File: src/rtl/mp2r_pkg.sv
package mp2r_pkg;

   localparam int PIX_W = 32;
   localparam int TZ_W = $clog2(PIX_W);
   localparam int CHAN_W = 8;
   localparam int CFG_IDX_W = 3;
   localparam int CFG_DATA_W = 32;
   localparam int DEPTH_W = 6;

   // 510 * val + top stays below 2^(PIX_W + 9).
   localparam int NUM_W = PIX_W + 9;
   localparam int DEN_W = PIX_W + 1;

   // Lane latency: shift stage, numerator stage, one stage per quotient bit.
   localparam int LANE_LAT = 2 + CHAN_W;
   localparam int NUM_CHAN = 4;

   localparam logic [DEPTH_W-1:0] ALPHA_DEPTH_LIMIT = DEPTH_W'(24);
   localparam logic [CHAN_W-1:0] FULL_SCALE = '1;

   localparam logic [CFG_IDX_W-1:0] REG_RED = CFG_IDX_W'(0);
   localparam logic [CFG_IDX_W-1:0] REG_GREEN = CFG_IDX_W'(1);
   localparam logic [CFG_IDX_W-1:0] REG_BLUE = CFG_IDX_W'(2);
   localparam logic [CFG_IDX_W-1:0] REG_DEPTH = CFG_IDX_W'(3);
   localparam logic [CFG_IDX_W-1:0] REG_BPP = CFG_IDX_W'(4);

   typedef logic [PIX_W-1:0] pix_type;
   typedef logic [TZ_W-1:0] tz_type;
   typedef logic [CHAN_W-1:0] chan_type;

   function automatic tz_type trailing_zeros(input pix_type mask);
      tz_type result;
      result = '0;
      for (int i = PIX_W - 1; i >= 0; i--) begin
         if (mask[i]) begin
            result = TZ_W'(i);
         end
      end
      return result;
   endfunction

endpackage

File: src/rtl/mp2r_scale_lane.sv
module mp2r_scale_lane (
   input  logic                    clock,
   input  logic                    advance,
   input  mp2r_pkg::pix_type       pixel,
   input  mp2r_pkg::pix_type       mask,
   input  mp2r_pkg::tz_type        tz,
   output mp2r_pkg::chan_type      scaled
);

   localparam int NUM_W = mp2r_pkg::NUM_W;
   localparam int DEN_W = mp2r_pkg::DEN_W;
   localparam int CHAN_W = mp2r_pkg::CHAN_W;

   mp2r_pkg::pix_type top_ff;
   mp2r_pkg::pix_type val_ff;
   logic              zero_a_ff;

   logic [NUM_W-1:0]  num_ff;
   logic [DEN_W-1:0]  den_ff;
   logic              zero_b_ff;

   logic [NUM_W-1:0]  rem_ff [CHAN_W];
   logic [DEN_W-1:0]  dden_ff [CHAN_W];
   logic [CHAN_W-1:0] quo_ff [CHAN_W];
   logic              zero_d_ff [CHAN_W];

   always_ff @(posedge clock) begin
      if (advance) begin
         top_ff <= mask >> tz;
         val_ff <= (pixel & mask) >> tz;
         zero_a_ff <= (mask == '0);
      end
   end

   always_ff @(posedge clock) begin
      if (advance) begin
         num_ff <= (NUM_W'(val_ff) << 9) - (NUM_W'(val_ff) << 1) + NUM_W'(top_ff);
         den_ff <= {top_ff, 1'b0};
         zero_b_ff <= zero_a_ff;
      end
   end

   for (genvar k = 0; k < CHAN_W; k++) begin : g_div
      localparam int BIT = CHAN_W - 1 - k;
      logic [NUM_W-1:0]  rem_prev;
      logic [DEN_W-1:0]  den_prev;
      logic [CHAN_W-1:0] quo_prev;
      logic              zero_prev;
      logic [NUM_W:0]    trial;
      logic [NUM_W-1:0]  rem_in;
      logic [CHAN_W-1:0] quo_in;

      if (k == 0) begin : g_first
         assign rem_prev = num_ff;
         assign den_prev = den_ff;
         assign quo_prev = '0;
         assign zero_prev = zero_b_ff;
      end else begin : g_next
         assign rem_prev = rem_ff[k-1];
         assign den_prev = dden_ff[k-1];
         assign quo_prev = quo_ff[k-1];
         assign zero_prev = zero_d_ff[k-1];
      end

      always_comb begin
         trial = {1'b0, rem_prev} - ((NUM_W + 1)'(den_prev) << BIT);
         rem_in = rem_prev;
         quo_in = quo_prev;
         if (!trial[NUM_W]) begin
            rem_in = trial[NUM_W-1:0];
            quo_in[BIT] = 1'b1;
         end
      end

      always_ff @(posedge clock) begin
         if (advance) begin
            rem_ff[k] <= rem_in;
            dden_ff[k] <= den_prev;
            quo_ff[k] <= quo_in;
            zero_d_ff[k] <= zero_prev;
         end
      end
   end

   // A zero mask scales to zero.
   assign scaled = zero_d_ff[CHAN_W-1] ? '0 : quo_ff[CHAN_W-1];

endmodule

File: config.mk
export PLATFORM = sky130hd
export DESIGN_NAME = mp2r_scale_lane
export DESIGN_NICKNAME = d
export VERILOG_FILES = /design/src/rtl/mp2r_pkg.sv /design/src/rtl/mp2r_scale_lane.sv
export SDC_FILE = /design/constraint.sdc
export NUM_CORES = 2
export LEC_CHECK = 0
export ABC_AREA = 1
export BUFFER_PORTS_ARGS = -buffer_cell sky130_fd_sc_hd__buf_2
export CORE_ASPECT_RATIO = 0.6
export CORE_MARGIN = 1.5
export CORE_UTILIZATION = 50
export DETAILED_ROUTE_END_ITERATION = 12
export PLACE_DENSITY_LB_ADDON = 0.08
export SETUP_SLACK_MARGIN = 0.2
export SLEW_MARGIN = 5
export SYNTH_ARGS = -nofsm -noshare
export SYNTH_HDL_FRONTEND = slang
export SYNTH_SLANG_ARGS = --single-unit
export TNS_END_PERCENT = 100
File: constraint.sdc
create_clock -name clock -period 2.8 [get_ports clock]
set_clock_uncertainty 0.1 [all_clocks]
set_input_delay 0.28 -clock clock [delete_from_list [all_inputs] [get_ports clock]]
set_output_delay 0.28 -clock clock [all_outputs]
set_load 0.01 [all_outputs]
==> impl_metrics.json <==
{
  "crit_path_max_fanout": 3,
  "cap_violations": 0,
  "final_antenna_net_count": 0,
  "ys_warn_count": 0,
  "critical_path_arrival_ns": 3.10,
  "regToRegSetupSlack_ns": 0.01,
  "synth_cell_types": 52,
  "cts.sinks": 686,
  "port-buffer-count": 78,
  "overflow": 0,
  "grt_pass1_wl_um": 258000,
  "drt-initial-drc-count": 5977,
  "grt_max_degree": 78,
  "place_ws_ns": -0.229,
  "max_stage_delay_ns": 0.62,
  "instances_no_fill": 8650,
  "drc_errors": 0,
  "vias_per_cell": 5.46,
  "detail_route.wl_per_cell_um": 20.8,
  "power.internal_mw": 33.3,
  "numCtsBuffers": 72,
  "rsz0062_at_grt": "yes",
  "die_w_um": 411,
  "layout_commonest_cell": "nand2_1",
  "clkLatencyLatePin_ns": 0.69,
  "pwr-share-clk_pct": 16.1,
  "path_common_cell": "buf_4",
  "path_delay_family": "adder cells",
  "num_vias": 47200,
  "comb_power_share_pct": 55.9,
  "drive_gt1_share_pct": 18.1,
  "syn_area_sq_mm": 0.0500,
  "vdd_drop_max_v": 0.000667,
  "syn_to_final_growth_pct": 22.4,
  "cts_tree": "built",
  "worst_hold_path_type": "primary input to flop",
  "die_h_um": 248,
  "ys_seq_area_share_pct": 41.2,
  "synthCells": 6778,
  "tightestPinTransition_ns": 0.650,
  "fmax_mhz": 359,
  "final_cell_mix": "2,280 x nand2_1, 1,144 x inv_1, 686 x edfxtp_1, 450 x nor2_1, 418 x nand3_1",
  "nets": 7678,
  "path_class": "flop to flop",
  "drv_slew": 0,
  "setup-violations-final": 0,
  "core-area_sq_mm": 0.0988,
  "path_cells": "inv_2, fa_1, inv_2, ha_4, a21oi_2, buf_4, a21boi_4, nand2_2, buf_4, buf_4, a31oi_1, xnor2_1",
  "io-pin-count": 79,
  "relSlewSlack_pct": 56.2,
  "critPathCaptureType": "flop",
  "fin_ws_ns": 0.0133,
  "synth_seq_cells": 686,
  "design.die.area_sq_mm": 0.102,
  "grt_pass1_vias": 41500,
  "place_area_sq_mm": 0.0543,
  "post-route-period-util_pct": 99.5,
  "antenna_found_initial": 3,
  "h-tree-depth": 3,
  "start_util_pct": 50.7,
  "std_cell_rows": 89,
  "timing.final.crit_period_ns": 2.79,
  "dp_hpwl_um": 143000,
  "critPathLaunchType": "flop",
  "critPathRequiredTime_ns": 3.12,
  "synth.avg_cell_area_sq_um": 7.38,
  "seq_power_share_pct": 28.0,
  "switchingPower_mw": 28.5,
  "dp_cells": 8396,
  "grtUsageTotal_pct": 34.0,
  "design_area_sq_mm": 0.0613,
  "slowest_stage": "fa_1",
  "postSynthNetCount": 7182,
  "dr.pass1.iters": 9,
  "clock_path_buffers": 3,
  "status": "finished, final reports clean",
  "cts.reportedPaths.clkPinSlew_ns": 0.07,
  "p_per_area_mw_per_mm2": 1010,
  "hold_viol_final": 0,
  "routed_wl_um": 180000,
  "p_sw_share_pct": 46.1,
  "place.gp.congestion": 0.969,
  "finalPower_mw": 61.8,
  "cts_root_buf": "clkbuf_16",
  "path_buf_inv": 5,
  "p_leak_nw": 29.6
}
sequential cells by signal, indices dropped and copies added, names as in the netlist:
register and cells:
den_ff 31, zero_a_ff 1, dden_ff 217, g_div.rem_prev 41, top_ff 32, g_div.zero_prev 1, zero_d_ff 8, quo_ff 36
rem_ff 287, val_ff 32
tightest hold or removal path, stage by stage:
cell	delay, ns
buf_2	0.10
nor4_1	0.05
nand4_1	0.15
nor2_1	0.06
what timing repair did:
| action | in CTS | in global routing |
|---|---|---|
| resized for setup | 278 | 543 |
| hold buffers | 5 | 0 |
| gates cloned | 0 | 5 |
| buffers inserted | 31 | 82 |
| setup endpoints to repair | 191 | 283 |
| endpoints found under the hold margin | 38 | 0 |
| pin swaps | 67 | 138 |
power groups by stage:
stage | sequential [mW] | combinational (mW) | clock, mW
3_3_place_gp | 17.1 | 28.6 | 0
3_5_place_dp | 17.1 | 28.8 | 0
4_1_cts | 17.0 | 30.3 | 10.2
2_1_floorplan | 16.0 | 18.9 | 0
6_report | 17.3 | 34.6 | 9.98
5_1_grt | 17.5 | 37.7 | 10.5
cell usage after synthesis (all sizes together):
cell	number	area share, %
o2111ai	2	0.035
edfxtp	686	41
clkbuf	30	0.23
fa	31	1.2
nor2	535	4.1
nand2b	1	0.013
o22ai	2	0.025
ha	302	7.6
a32oi	19	0.33
or2	17	0.21
inv	1218	9.2
a21boi	4	0.068
nor3	78	0.79
nand4	47	0.60
a21o	4	0.060
clkinv	1	0.0075
o211ai	24	0.36
and3	2	0.025
a22oi	1	0.015
a31oi	5	0.063
buf	78	1.1
nor3b	1	0.025
and2	9	0.11
xor2	127	2.2
nand2	2477	19
nor4	21	0.28
nand3	471	4.8
o21bai	31	0.47
nand3b	49	0.74
mux2i	1	0.020
a21oi	276	2.9
o21a	8	0.12
xnor2	23	0.40
o21ai	197	2.0
kinds of logic after synthesis:
group	share of synthesized area, %
AO/OA/AOI/OAI	6.45
XOR/XNOR	2.63
adder cells (fa/ha/maj)	8.79
buffers and inverters	10.5
flip-flops	41.2
multiplexers	0.0200
AND/OR/NAND/NOR	30.4
final timing paths:
| kind | from | to | depth (start not counted) |
|---|---|---|---|
| hold reg to reg | quo_ff[6][1] | quo_ff[7][1] | 0 |
| hold / removal | mask[25] | zero_a_ff | 4 |
| setup / recovery | top_ff[13] | g_div[0].rem_prev[14] | 12 |
| setup reg to reg | top_ff[13] | g_div[0].rem_prev[14] | 12 |
layout make-up:
cell class	instances	area (sq um)
fillers	8946	37500
multi-input cells	4765	27600
flip-flops and latches	686	20600
inverters	1219	4620
repair buffers	527	4400
clock buffers	81	1860
well taps	1319	1650
clock inverters	47	522
repair inverters	3	33.8
diodes	3	7.51
per-layer routing:
metal | part of all wire (%) | vias up | track usage [%]
met2 | 34 | 2282 | 40.0
met5 | 0.0050 | - | 0
met4 | 1.0 | 2 | 4.29
met3 | 15 | 145 | 13.4
li1 | - | 22700 | -
met1 | 50 | 22100 | 56.6
per-stage QoR:
step                      util (%)  TNS, ns  hold slack, ns
after floorplan                  -        0           0.292
after global placement        55.0    -1.61           0.300
after detailed placement      55.0    -1.74           0.305
after CTS                     58.8        0         0.00624
after global routing          62.0   -0.152          0.0448
final                         62.0        0          0.0498
Note: power is estimated with default switching activity, not from simulation.
